`config.mk`:
```
export PLATFORM = sky130hd
export DESIGN_NAME = http_byte_range_parser_flat
export DESIGN_NICKNAME = d
export VERILOG_FILES = /design/src/design/hbr_pkg.sv /design/src/design/hbr_if.sv /design/src/design/http_byte_range_parser.sv /design/src/design/hbr_parse.sv /design/src/design/hbr_decide.sv /design/src/flat_wrapper.sv
export VERILOG_INCLUDE_DIRS = /design/src /design/src/design
export SDC_FILE = /design/constraint.sdc
export NUM_CORES = 1
export LEC_CHECK = 0
export BUFFER_PORTS_ARGS = -buffer_cell sky130_fd_sc_hd__buf_2
export CAP_MARGIN = 10
export CORE_MARGIN = 4
export CORE_UTILIZATION = 45
export CTS_BUF_LIST = sky130_fd_sc_hd__clkbuf_2 sky130_fd_sc_hd__clkbuf_4 sky130_fd_sc_hd__clkbuf_8
export DETAILED_ROUTE_END_ITERATION = 12
export GPL_TIMING_DRIVEN = 1
export MAX_ROUTING_LAYER = met4
export PLACE_DENSITY = 0.74
export SLEW_MARGIN = 20
export SYNTH_ARGS = -nofsm -noshare
export SYNTH_HDL_FRONTEND = slang
export SYNTH_SLANG_ARGS = --single-unit
```
`constraint.sdc`:
```
create_clock -name clock -period 5.3 [get_ports clock]
set_clock_uncertainty 0.05 [all_clocks]
set_input_delay 1.06 -clock clock [delete_from_list [all_inputs] [get_ports clock]]
set_output_delay 1.06 -clock clock [all_outputs]
set_load 0.005 [all_outputs]
```
`src/design/http_byte_range_parser_assert.svh`:
```
// assertion helpers for the byte range parser
`ifndef HTTP_BYTE_RANGE_PARSER_ASSERT_SVH
`define HTTP_BYTE_RANGE_PARSER_ASSERT_SVH

// same-cycle implication, masked during reset
`define HBR_ASSERT_IMPLIES(label, clk, rst, ante, cons) \
   label: assert property (@(posedge clk) disable iff (rst) (ante) |-> (cons)) \
      else $error("byte range parser: check failed");

// next-cycle implication, not masked
`define HBR_ASSERT_NEXT(label, clk, ante, cons) \
   label: assert property (@(posedge clk) (ante) |=> (cons)) \
      else $error("byte range parser: check failed");

`endif

```
`src/design/hbr_pkg.sv`:
```
`timescale 1ns / 1ps

package hbr_pkg;

   localparam int BYTE_BITS     = 8;
   localparam int OUT_BITS      = 32;
   localparam int CSR_ADDR_BITS = 3;
   localparam int CSR_DATA_BITS = 32;
   localparam int CSR_INDEX_LSB = 2;
   localparam int POS_BITS      = 3;
   localparam int DIGIT_BITS    = 4;
   // room for value * 10 + digit above the number width
   localparam int GROW_BITS     = 4;

   localparam logic [0:0] REG_FILE_SIZE = 1'b0;

   localparam logic [POS_BITS-1:0] PREFIX_LEN = POS_BITS'(6);

   localparam logic [BYTE_BITS-1:0] CHAR_NUL   = 8'h00;
   localparam logic [BYTE_BITS-1:0] CHAR_DASH  = "-";
   localparam logic [BYTE_BITS-1:0] CHAR_COMMA = ",";
   localparam logic [BYTE_BITS-1:0] CHAR_SPACE = " ";
   localparam logic [BYTE_BITS-1:0] CHAR_TAB   = 8'h09;
   localparam logic [BYTE_BITS-1:0] CHAR_ZERO  = "0";
   localparam logic [BYTE_BITS-1:0] CHAR_NINE  = "9";

   typedef enum logic [1:0] {
      CLS_DIGIT,
      CLS_DASH,
      CLS_SEP,
      CLS_OTHER
   } hbr_class_type;

   // parse summary handed from the parser to the range decision
   typedef struct packed {
      logic empty;
      logic prefix_done;
      logic spec_nonempty;
      logic dash_seen;
      logic error_flag;
      logic first_has_digit;
      logic second_has_digit;
   } hbr_flags_type;

   // expected text "bytes=" one character per position
   function automatic logic [BYTE_BITS-1:0] prefix_char(input logic [POS_BITS-1:0] pos);
      logic [BYTE_BITS-1:0] c;
      case (pos)
         3'd0: c = "b";
         3'd1: c = "y";
         3'd2: c = "t";
         3'd3: c = "e";
         3'd4: c = "s";
         3'd5: c = "=";
         default: c = CHAR_NUL;
      endcase
      return c;
   endfunction

   function automatic hbr_class_type byte_class(input logic [BYTE_BITS-1:0] b);
      hbr_class_type cls;
      if (b == CHAR_COMMA || b == CHAR_SPACE || b == CHAR_TAB) begin
         cls = CLS_SEP;
      end else if (b == CHAR_DASH) begin
         cls = CLS_DASH;
      end else if (b >= CHAR_ZERO && b <= CHAR_NINE) begin
         cls = CLS_DIGIT;
      end else begin
         cls = CLS_OTHER;
      end
      return cls;
   endfunction

endpackage

```
`src/design/hbr_if.sv`:
```
`timescale 1ns / 1ps

interface hbr_req_if import hbr_pkg::*; ();
   logic                 valid;
   logic                 ready;
   logic [BYTE_BITS-1:0] header_byte;
   logic                 has_byte;
   logic                 last;

   modport source (output valid, output header_byte, output has_byte, output last,
                   input ready);
   modport sink   (input valid, input header_byte, input has_byte, input last,
                   output ready);
endinterface

interface hbr_rsp_if import hbr_pkg::*; ();
   logic                valid;
   logic                ready;
   logic                ok;
   logic                partial;
   logic [OUT_BITS-1:0] range_start;
   logic [OUT_BITS-1:0] range_length;

   modport source (output valid, output ok, output partial, output range_start,
                   output range_length, input ready);
   modport sink   (input valid, input ok, input partial, input range_start,
                   input range_length, output ready);
endinterface

```
`src/design/http_byte_range_parser.sv`:
```
`timescale 1ns / 1ps
// channel    dir  transfer when        payload
// req_chan   in   valid && ready       header_byte[7:0], has_byte, last
// rsp_chan   out  valid && ready       ok, partial, range_start[31:0], range_length[31:0]
// csr_*      in   psel&penable&pwrite  file_size at byte address 0
//
// one header byte per cycle while no last item waits on a full snapshot reg; a result passes
// through the input reg, snapshot reg and result reg after the item marked last is transferred
// synchronous active-high reset clears all valid flags and the parse state, file_size to 0
// a stalled result only holds up a last item once snapshot and result regs are both full
// items without last never wait on the result side

`include "http_byte_range_parser_assert.svh"

module http_byte_range_parser import hbr_pkg::*; #(
   parameter int SIZE_BITS = 32
) (
   input  logic                     clock,
   input  logic                     reset,
   hbr_req_if.sink                  req_chan,
   hbr_rsp_if.source                rsp_chan,
   input  logic                     csr_psel,
   input  logic                     csr_penable,
   input  logic                     csr_pwrite,
   input  logic [CSR_ADDR_BITS-1:0] csr_paddr,
   input  logic [CSR_DATA_BITS-1:0] csr_pwdata,
   output logic [CSR_DATA_BITS-1:0] csr_prdata,
   output logic                     csr_pready
);

   logic [OUT_BITS-1:0]  file_size_ff;
   logic                 csr_hit;

   logic                 snap_valid;
   logic                 snap_ready;
   hbr_flags_type        snap_flags;
   logic [SIZE_BITS-1:0] snap_first;
   logic [SIZE_BITS-1:0] snap_second;

   logic [OUT_BITS:0]    rsp_end;
   logic                 rsp_part;
   logic                 rsp_full;
   logic                 rsp_fits;

   assign csr_pready = 1'b1;
   assign csr_hit    = (csr_paddr[CSR_INDEX_LSB] == REG_FILE_SIZE);
   assign csr_prdata = csr_hit ? file_size_ff : '0;

   always_ff @(posedge clock) begin
      if (reset) begin
         file_size_ff <= '0;
      end else if (csr_psel && csr_penable && csr_pwrite && csr_pready && csr_hit) begin
         file_size_ff <= csr_pwdata;
      end
   end

   hbr_parse #(
      .SIZE_BITS (SIZE_BITS)
   ) u_parse (
      .clock       (clock),
      .reset       (reset),
      .req_chan    (req_chan),
      .snap_ready  (snap_ready),
      .snap_valid  (snap_valid),
      .snap_flags  (snap_flags),
      .snap_first  (snap_first),
      .snap_second (snap_second)
   );

   hbr_decide #(
      .SIZE_BITS (SIZE_BITS)
   ) u_decide (
      .clock       (clock),
      .reset       (reset),
      .snap_valid  (snap_valid),
      .snap_flags  (snap_flags),
      .snap_first  (snap_first),
      .snap_second (snap_second),
      .file_size   (file_size_ff),
      .snap_ready  (snap_ready),
      .rsp_chan    (rsp_chan)
   );

   assign rsp_end  = {1'b0, rsp_chan.range_start} + {1'b0, rsp_chan.range_length};
   assign rsp_part = rsp_chan.valid && rsp_chan.partial;
   assign rsp_full = rsp_chan.valid && !rsp_chan.partial;
   assign rsp_fits = (rsp_chan.range_length != '0) && !rsp_end[OUT_BITS];

   // a sub-range never runs past the 32-bit offset space and is never empty
   `HBR_ASSERT_IMPLIES(a_partial_fits, clock, reset, rsp_part, rsp_fits)
   `HBR_ASSERT_IMPLIES(a_partial_ok, clock, reset, rsp_part, rsp_chan.ok)
   `HBR_ASSERT_IMPLIES(a_full_start, clock, reset, rsp_full, rsp_chan.range_start == '0)
   `HBR_ASSERT_NEXT(a_reset_idle, clock, reset, !rsp_chan.valid && req_chan.ready)

endmodule

```
`src/design/hbr_parse.sv`:
```
`timescale 1ns / 1ps

module hbr_parse import hbr_pkg::*; #(
   parameter int SIZE_BITS = 32
) (
   input  logic                 clock,
   input  logic                 reset,
   hbr_req_if.sink              req_chan,
   input  logic                 snap_ready,
   output logic                 snap_valid,
   output hbr_flags_type        snap_flags,
   output logic [SIZE_BITS-1:0] snap_first,
   output logic [SIZE_BITS-1:0] snap_second
);

   localparam int EXT_BITS = SIZE_BITS + GROW_BITS;

   // input register
   logic                 in_valid_ff;
   logic [BYTE_BITS-1:0] in_byte_ff;
   logic                 in_has_ff;
   logic                 in_last_ff;
   logic                 in_fire;

   // running parse state
   logic [POS_BITS-1:0]  pos_ff, pos_in;
   logic                 nonempty_ff, nonempty_in;
   logic                 dash_ff, dash_in;
   logic                 err_ff, err_in;
   logic [SIZE_BITS-1:0] first_ff, first_in;
   logic                 first_has_ff, first_has_in;
   logic [SIZE_BITS-1:0] second_ff, second_in;
   logic                 second_has_ff, second_has_in;

   // snapshot taken at the last byte
   logic                 snap_valid_ff;
   hbr_flags_type        snap_flags_ff, snap_flags_in;
   logic [SIZE_BITS-1:0] snap_first_ff;
   logic [SIZE_BITS-1:0] snap_second_ff;

   logic [DIGIT_BITS-1:0] digit;
   logic [EXT_BITS-1:0]   num_ext;
   logic [EXT_BITS-1:0]   num_sum;
   logic                  overflow;
   hbr_class_type         cls;

   // a last byte needs the snapshot slot, other bytes only touch the state
   assign in_fire        = in_valid_ff && (!in_last_ff || !snap_valid_ff || snap_ready);
   assign req_chan.ready = !in_valid_ff || in_fire;

   assign cls      = byte_class(in_byte_ff);
   assign digit    = DIGIT_BITS'(in_byte_ff - CHAR_ZERO);
   assign num_ext  = EXT_BITS'(dash_ff ? second_ff : first_ff);
   // times ten as two shifts, then the new digit
   assign num_sum  = (num_ext << 3) + (num_ext << 1) + EXT_BITS'(digit);
   assign overflow = |num_sum[EXT_BITS-1:SIZE_BITS];

   always_comb begin
      pos_in        = pos_ff;
      nonempty_in   = nonempty_ff;
      dash_in       = dash_ff;
      err_in        = err_ff;
      first_in      = first_ff;
      first_has_in  = first_has_ff;
      second_in     = second_ff;
      second_has_in = second_has_ff;
      if (in_has_ff && !err_ff) begin
         if (pos_ff < PREFIX_LEN) begin
            if (in_byte_ff == prefix_char(pos_ff)) begin
               pos_in = pos_ff + POS_BITS'(1);
            end else begin
               err_in = 1'b1;
            end
         end else begin
            nonempty_in = 1'b1;
            case (cls)
               CLS_SEP: begin
                  err_in = 1'b1;
               end
               CLS_DASH: begin
                  if (dash_ff) begin
                     err_in = 1'b1;
                  end else begin
                     dash_in = 1'b1;
                  end
               end
               CLS_DIGIT: begin
                  if (overflow) begin
                     err_in = 1'b1;
                  end else if (dash_ff) begin
                     second_in     = num_sum[SIZE_BITS-1:0];
                     second_has_in = 1'b1;
                  end else begin
                     first_in     = num_sum[SIZE_BITS-1:0];
                     first_has_in = 1'b1;
                  end
               end
               default: begin
                  err_in = 1'b1;
               end
            endcase
         end
      end

      snap_flags_in.empty            = (pos_ff == '0) && !err_ff && !in_has_ff;
      snap_flags_in.prefix_done      = (pos_in == PREFIX_LEN);
      snap_flags_in.spec_nonempty    = nonempty_in;
      snap_flags_in.dash_seen        = dash_in;
      snap_flags_in.error_flag       = err_in;
      snap_flags_in.first_has_digit  = first_has_in;
      snap_flags_in.second_has_digit = second_has_in;
   end

   always_ff @(posedge clock) begin
      if (reset) begin
         in_valid_ff   <= 1'b0;
         snap_valid_ff <= 1'b0;
         pos_ff        <= '0;
         nonempty_ff   <= 1'b0;
         dash_ff       <= 1'b0;
         err_ff        <= 1'b0;
         first_ff      <= '0;
         first_has_ff  <= 1'b0;
         second_ff     <= '0;
         second_has_ff <= 1'b0;
      end else begin
         if (req_chan.ready) begin
            in_valid_ff <= req_chan.valid;
         end
         if (in_fire && in_last_ff) begin
            snap_valid_ff <= 1'b1;
         end else if (snap_ready) begin
            snap_valid_ff <= 1'b0;
         end
         if (in_fire) begin
            if (in_last_ff) begin
               // header done, start clean for the next one
               pos_ff        <= '0;
               nonempty_ff   <= 1'b0;
               dash_ff       <= 1'b0;
               err_ff        <= 1'b0;
               first_ff      <= '0;
               first_has_ff  <= 1'b0;
               second_ff     <= '0;
               second_has_ff <= 1'b0;
            end else begin
               pos_ff        <= pos_in;
               nonempty_ff   <= nonempty_in;
               dash_ff       <= dash_in;
               err_ff        <= err_in;
               first_ff      <= first_in;
               first_has_ff  <= first_has_in;
               second_ff     <= second_in;
               second_has_ff <= second_has_in;
            end
         end
      end
   end

   always_ff @(posedge clock) begin
      if (req_chan.valid && req_chan.ready) begin
         in_byte_ff <= req_chan.header_byte;
         in_has_ff  <= req_chan.has_byte;
         in_last_ff <= req_chan.last;
      end
      if (in_fire && in_last_ff) begin
         snap_flags_ff  <= snap_flags_in;
         snap_first_ff  <= first_in;
         snap_second_ff <= second_in;
      end
   end

   assign snap_valid  = snap_valid_ff;
   assign snap_flags  = snap_flags_ff;
   assign snap_first  = snap_first_ff;
   assign snap_second = snap_second_ff;

endmodule

```
`src/design/hbr_decide.sv`:
```
`timescale 1ns / 1ps

module hbr_decide import hbr_pkg::*; #(
   parameter int SIZE_BITS = 32
) (
   input  logic                 clock,
   input  logic                 reset,
   input  logic                 snap_valid,
   input  hbr_flags_type        snap_flags,
   input  logic [SIZE_BITS-1:0] snap_first,
   input  logic [SIZE_BITS-1:0] snap_second,
   input  logic [OUT_BITS-1:0]  file_size,
   output logic                 snap_ready,
   hbr_rsp_if.source            rsp_chan
);

   localparam int CMP_BITS = (SIZE_BITS > OUT_BITS) ? SIZE_BITS : OUT_BITS;

   logic                rsp_valid_ff;
   logic                ok_ff, ok_in;
   logic                partial_ff, partial_in;
   logic [OUT_BITS-1:0] start_ff, start_in;
   logic [OUT_BITS-1:0] length_ff, length_in;

   logic [CMP_BITS-1:0] fs_w;
   logic [CMP_BITS-1:0] first_w;
   logic [CMP_BITS-1:0] second_w;
   logic [OUT_BITS-1:0] fs_last;
   logic [OUT_BITS-1:0] suffix_sel;
   logic [OUT_BITS-1:0] end_pos;
   logic                base_fail;
   logic                good;
   logic [OUT_BITS-1:0] good_start;
   logic [OUT_BITS-1:0] good_length;

   assign snap_ready = !rsp_valid_ff || rsp_chan.ready;

   assign fs_w     = CMP_BITS'(file_size);
   assign first_w  = CMP_BITS'(snap_first);
   assign second_w = CMP_BITS'(snap_second);
   assign fs_last  = file_size - OUT_BITS'(1);

   always_comb begin
      base_fail = snap_flags.error_flag || !snap_flags.prefix_done || (file_size == '0) ||
                  !snap_flags.spec_nonempty || !snap_flags.dash_seen;
      suffix_sel = (second_w < fs_w) ? second_w[OUT_BITS-1:0] : file_size;
      end_pos    = fs_last;
      if (snap_flags.second_has_digit && (second_w < fs_w)) begin
         end_pos = second_w[OUT_BITS-1:0];
      end
      if (!snap_flags.first_has_digit) begin
         // suffix form: last N bytes
         good        = snap_flags.second_has_digit && (second_w != '0);
         good_start  = file_size - suffix_sel;
         good_length = suffix_sel;
      end else begin
         good = (first_w < fs_w) &&
                !(snap_flags.second_has_digit && (second_w < first_w));
         good_start  = first_w[OUT_BITS-1:0];
         good_length = end_pos - first_w[OUT_BITS-1:0] + OUT_BITS'(1);
      end
      good = good && !base_fail;

      if (!snap_flags.empty && good) begin
         ok_in      = 1'b1;
         partial_in = 1'b1;
         start_in   = good_start;
         length_in  = good_length;
      end else begin
         ok_in      = snap_flags.empty;
         partial_in = 1'b0;
         start_in   = '0;
         length_in  = file_size;
      end
   end

   always_ff @(posedge clock) begin
      if (reset) begin
         rsp_valid_ff <= 1'b0;
      end else if (snap_ready) begin
         rsp_valid_ff <= snap_valid;
      end
   end

   always_ff @(posedge clock) begin
      if (snap_valid && snap_ready) begin
         ok_ff      <= ok_in;
         partial_ff <= partial_in;
         start_ff   <= start_in;
         length_ff  <= length_in;
      end
   end

   assign rsp_chan.valid        = rsp_valid_ff;
   assign rsp_chan.ok           = ok_ff;
   assign rsp_chan.partial      = partial_ff;
   assign rsp_chan.range_start  = start_ff;
   assign rsp_chan.range_length = length_ff;

endmodule

```
`src/flat_wrapper.sv`:
```
// flat-port wrapper written by rule: the top's interface ports become plain ports
module http_byte_range_parser_flat import hbr_pkg::*;
#(
   parameter int SIZE_BITS = 32
)
  (clock, reset, csr_psel, csr_penable, csr_pwrite, csr_paddr, csr_pwdata, csr_prdata, csr_pready, req_chan_valid, req_chan_header_byte, req_chan_has_byte, req_chan_last, req_chan_ready, rsp_chan_valid, rsp_chan_ok, rsp_chan_partial, rsp_chan_range_start, rsp_chan_range_length, rsp_chan_ready);
  hbr_req_if req_chan_i ();
  hbr_rsp_if rsp_chan_i ();
  input  logic clock;
  input  logic reset;
  input  logic csr_psel;
  input  logic csr_penable;
  input  logic csr_pwrite;
  input  logic [CSR_ADDR_BITS-1:0] csr_paddr;
  input  logic [CSR_DATA_BITS-1:0] csr_pwdata;
  output logic [CSR_DATA_BITS-1:0] csr_prdata;
  output logic csr_pready;
  input wire logic [$bits(req_chan_i.valid)-1:0] req_chan_valid;
  input wire logic [$bits(req_chan_i.header_byte)-1:0] req_chan_header_byte;
  input wire logic [$bits(req_chan_i.has_byte)-1:0] req_chan_has_byte;
  input wire logic [$bits(req_chan_i.last)-1:0] req_chan_last;
  output wire logic [$bits(req_chan_i.ready)-1:0] req_chan_ready;
  output wire logic [$bits(rsp_chan_i.valid)-1:0] rsp_chan_valid;
  output wire logic [$bits(rsp_chan_i.ok)-1:0] rsp_chan_ok;
  output wire logic [$bits(rsp_chan_i.partial)-1:0] rsp_chan_partial;
  output wire logic [$bits(rsp_chan_i.range_start)-1:0] rsp_chan_range_start;
  output wire logic [$bits(rsp_chan_i.range_length)-1:0] rsp_chan_range_length;
  input wire logic [$bits(rsp_chan_i.ready)-1:0] rsp_chan_ready;
  assign req_chan_i.valid = req_chan_valid;
  assign req_chan_i.header_byte = req_chan_header_byte;
  assign req_chan_i.has_byte = req_chan_has_byte;
  assign req_chan_i.last = req_chan_last;
  assign req_chan_ready = req_chan_i.ready;
  assign rsp_chan_valid = rsp_chan_i.valid;
  assign rsp_chan_ok = rsp_chan_i.ok;
  assign rsp_chan_partial = rsp_chan_i.partial;
  assign rsp_chan_range_start = rsp_chan_i.range_start;
  assign rsp_chan_range_length = rsp_chan_i.range_length;
  assign rsp_chan_i.ready = rsp_chan_ready;
  http_byte_range_parser #(.SIZE_BITS(SIZE_BITS)) u_core (.clock(clock), .reset(reset), .req_chan(req_chan_i), .rsp_chan(rsp_chan_i), .csr_psel(csr_psel), .csr_penable(csr_penable), .csr_pwrite(csr_pwrite), .csr_paddr(csr_paddr), .csr_pwdata(csr_pwdata), .csr_prdata(csr_prdata), .csr_pready(csr_pready));
endmodule
```
==> impl_metrics.toml <==
[power_and_ir_drop]
switching_share = 0.313
power_per_cell_area_nw_per_um2 = 250
peakVddDrop_mv = 0.168
pwr-share-seq = 0.331
power.static_leakage_nw = 11.7
pwr-share-clk = 0.321
power_mw = 6.42
combinationalPowerShare = 0.347
total_switching_power_mw = 2.01
p_int_mw = 4.41

[synth]
yosysWarningCount = 0
post_synth_num_cell_types = 82
post_synth.cell_area_avg_sq_um = 9.35
synth_fp_nets = 2436
postSynthCellCount = 2125
synth-main-ff-cell = "sky130_fd_sc_hd__edfxtp_1"
ys_ff_latch = 254
number_of_enable_flip_flop_cells_after_synthesis = 147
synth.cell_area_sq_um = 19900
seq_area_frac_synth = 0.330
synth_async_sr_flop_share = 0

[timing]
worst_pin_slew_ns = 1.07
post-route-worst-setup-slack_ns = -0.142
finalMaxSlewViolations = 0
rsz0062_at_grt = "yes"
period_minus_slack_ns = 5.44
hold_viol_final = 0
slew_headroom = 0.283
maxClockFrequency_mhz = 184
final.period_utilization = 1.03
setup_violations = 14
timing.setup.tns_ns = -1.06

[routing]
drt_iter0_markers = 1462
drc = 0
postRouteWirelength_um = 67900
wl_per_cell_um = 21.3
postRouteAntennaNets = 0
post_drt_via_cell_ratio = 5.86
vias = 18600
initial_drt_pass_iterations = 5

[run]
drv.max_cap_violation_count = 0

[cts]
tritoncts.num_buffers = 44
clkLatencyLatePin_ns = 0.64
clock_tree.root_cell = "sky130_fd_sc_hd__clkbuf_8"
htreeDepth = 2
tritoncts = "done"
worst_setup_hold_path_clk_slew_ns = 0.06
post_cts_hold_buffer_count = 0
clockBufferDepth = 3
clock_sink_count = 254

[floorplan]
coreArea_sq_um = 43400
floorplan.initialDensity = 0.458
fp.dieArea_sq_um = 47600
die_width_um = 218
num_io_pins = 153
floorplan.rows = 76
die-height_um = 218

[grt]
grt_pass1_vias = 18200
grt_max_degree = 64
antenna_found_initial = 1
grt_util_all_layers = 0.284
grt_pass1_wl_um = 103000
grt_overflow_total = 0

[worst_setup_path]
worst-endpoint-required_ns = 5.63
r2r_setup_slack_ns = -0.14
critical_path_class = "reg2reg"
timing.critical_path.arrival_ns = 5.77
crit_slowest_cell = "sky130_fd_sc_hd__a211o_4"
crit_path_cell_trace = "ha_1 > a21o_1 > a211o_1 > a2111oi_2 > buf_4 > o211ai_1 > a211o_4 > buf_6 > mux2_2 > ha_4 > ha_4 > and2_4 > buf_4 > o211ai_1 > a21oi_1 > o211ai_1 > buf_4 > buf_6 > nand2_4 > o31a_1 > a31oi_4 > xnor2_2 > a211oi_2 > a21oi_1"
reg2regPathDepth = 24
cp.depth = 24
worst_flop_to_flop_path_endpoint = "u_core.u_decide.rsp_chan.range_length[23]"
worst_path_dominant_cell_family = "compound AO/OA/AOI/OAI gates"
path_buf_inv = 5
cp-end-kind = "flop"
worstSetupStartpointType = "flop"
cp_slowest_stage_delay_ns = 0.40
critical_path.max_fanout = 5
worst_r2r_startpoint = "u_core.u_parse.snap_second[1]"

[final_layout]
layout.nets = 2873
post_layout_nonfiller_instances = 3183
drive_above_1_share = 0.316
area_growth_pct = 29.1
fillCellCount = 3773

[hold_path]
hold-path-endpoint = "u_core.u_parse.first_has_ff"
holdCritStartpoint = "u_core.u_parse.first_has_ff"
holdCritPathClass = "reg2reg"
hold_depth = 1

[placement]
dp_cell_count = 3065
detailedPlacementHpwl_um = 51900
globalplace.congestion = 1.00
port_buffers = 149

[status]
outcome = "complete, but fails checks"
failing_checks = "setup timing"
==> logic make-up after synthesis <==
kind of cell / Yosys count / share of synthesized area
AO/OA/AOI/OAI: 593 / 0.200
adder cells (fa/ha/maj): 259 / 0.165
multiplexers: 132 / 0.0724
flip-flops: 254 / 0.330
other: 1 / 0.000189
buffers and inverters: 205 / 0.0431
XOR/XNOR: 113 / 0.0498
AND/OR/NAND/NOR: 568 / 0.140
==> through the flow <==
step | hold slack [ns] | util | area, sq um | setup WS (ns)
finish | 0.431 | 0.592 | 25700 | -0.142
global route | 0.465 | 0.592 | 25700 | -0.340
CTS | 0.437 | 0.576 | 25000 | -0.156
detailed placement | 0.422 | 0.536 | 23200 | -0.654
global placement | 0.392 | 0.536 | 23200 | -0.675
floorplan | 0.382 | - | 19900 | 0.0180
==> sequential cells by signal (all words and copies together), names as in the netlist, 3 cells and up <==
signal,flops
u_core.file_size_ff,32
u_core.u_decide.rsp_chan.range_length,32
u_core.u_decide.rsp_chan.range_start,32
u_core.u_parse.first_ff,32
u_core.u_parse.in_byte_ff,8
u_core.u_parse.pos_ff,3
u_core.u_parse.second_ff,32
u_core.u_parse.snap_first,32
u_core.u_parse.snap_flags,7
u_core.u_parse.snap_second,32
==> placed cells by master, fill, tap and decap left out, types with 23 or more instances in the layout <==
cell type / count
sky130_fd_sc_hd__buf_6: 23
sky130_fd_sc_hd__dfxtp_1: 104
sky130_fd_sc_hd__o21ai_0: 38
sky130_fd_sc_hd__edfxtp_1: 147
sky130_fd_sc_hd__clkbuf_8: 45
sky130_fd_sc_hd__a22o_1: 53
sky130_fd_sc_hd__xor2_1: 32
sky130_fd_sc_hd__inv_1: 107
sky130_fd_sc_hd__a211oi_1: 36
sky130_fd_sc_hd__nand3_1: 29
sky130_fd_sc_hd__ha_1: 236
sky130_fd_sc_hd__nor3_1: 27
sky130_fd_sc_hd__nand2_1: 129
sky130_fd_sc_hd__xnor2_1: 75
sky130_fd_sc_hd__nor2_1: 189
sky130_fd_sc_hd__nand4_1: 30
sky130_fd_sc_hd__buf_2: 149
sky130_fd_sc_hd__mux2_2: 94
sky130_fd_sc_hd__a21oi_1: 191
sky130_fd_sc_hd__mux2i_1: 26
sky130_fd_sc_hd__buf_4: 302
sky130_fd_sc_hd__a21o_1: 74
==> layout make-up <==
class	count	area, sq um	share of cell area
antenna	1	2.50	0.0000975
clock buffer	56	702	0.0274
clock inverter	25	295	0.0115
inverter	112	420	0.0164
multi-input combinational	1666	13500	0.525
sequential	254	6560	0.256
tap	585	732	0.0285
timing repair buffer	484	3470	0.135
==> worst max path at each step <==
stage	from	endpoint	slack, ns
finish	u_core.u_parse.snap_second[1]	u_core.u_decide.rsp_chan.range_length[23]	-0.14
global route	u_core.u_parse.snap_second[1]	u_core.u_decide.rsp_chan.range_length[31]	-0.34
CTS	u_core.u_parse.snap_second[1]	u_core.u_decide.rsp_chan.range_length[31]	-0.16
detailed placement	u_core.u_parse.snap_second[1]	u_core.u_decide.rsp_chan.range_length[30]	-0.65
global placement	u_core.u_parse.snap_second[1]	u_core.u_decide.rsp_chan.range_length[31]	-0.67
floorplan	u_core.file_size_ff[1]	u_core.u_decide.rsp_chan.range_length[30]	0.02
==> worst reg2reg max path, cell delays in order (launching register included) <==
cell,delay [ns]
sky130_fd_sc_hd__edfxtp_1,0.39
sky130_fd_sc_hd__ha_1,0.29
sky130_fd_sc_hd__a21o_1,0.19
sky130_fd_sc_hd__a211o_1,0.28
sky130_fd_sc_hd__a2111oi_2,0.37
sky130_fd_sc_hd__buf_4,0.17
sky130_fd_sc_hd__o211ai_1,0.13
sky130_fd_sc_hd__a211o_4,0.40
sky130_fd_sc_hd__buf_6,0.15
sky130_fd_sc_hd__mux2_2,0.30
sky130_fd_sc_hd__ha_4,0.29
sky130_fd_sc_hd__ha_4,0.20
sky130_fd_sc_hd__and2_4,0.16
sky130_fd_sc_hd__buf_4,0.15
sky130_fd_sc_hd__o211ai_1,0.11
sky130_fd_sc_hd__a21oi_1,0.11
sky130_fd_sc_hd__o211ai_1,0.18
sky130_fd_sc_hd__buf_4,0.16
sky130_fd_sc_hd__buf_6,0.10
sky130_fd_sc_hd__nand2_4,0.05
sky130_fd_sc_hd__o31a_1,0.33
sky130_fd_sc_hd__a31oi_4,0.22
sky130_fd_sc_hd__xnor2_2,0.10
sky130_fd_sc_hd__a211oi_2,0.26
sky130_fd_sc_hd__a21oi_1,0.06
==> repair_timing <==
item                       in CTS  in global routing
gates cloned                    1                  1
setup buffers                  21                 19
pin swaps                      70                 80
gates resized for setup       122                104
setup endpoints to repair      37                 66
==> metal layers <==
metal,routed length (um),vias up,global-route usage
met1,30700,8956,0.392
met5,0,-,-
met4,2610,0,0.103
met2,29600,741,0.425
li1,-,8796,-
met3,4880,144,0.0439
==> synthesized netlist by cell type (all sizes together) (18+ instances only) <==
cell,instances,area (sq um)
dfxtp,107,2140
ha,255,3190
buf,43,249
clkbuf,50,188
nor3,29,156
nor4,20,138
xnor2,78,683
o21ai,49,245
nor2b,20,125
edfxtp,147,4410
mux2i,38,380
nand3,31,155
mux2,94,1060
a31oi,21,138
xor2,35,307
a211oi,47,363
nand2,137,514
a21o,74,556
a21oi,213,1070
nor2,198,751
inv,112,420
o211ai,18,140
a22o,53,464
nand4,32,213
==> power by group through the flow <==
| stage | Combinational, mW | Clock, mW | Sequential [mW] |
|---|---|---|---|
| after floorplan | 1.07 | 0 | 2.17 |
| after detailed placement | 1.80 | 0 | 2.17 |
| after CTS | 2.01 | 2.10 | 2.13 |
| after global placement | 1.78 | 0 | 2.17 |
| after global routing | 2.40 | 2.20 | 2.13 |
| final | 2.23 | 2.06 | 2.13 |
No activity file was read; power rests on OpenSTA's default activity.
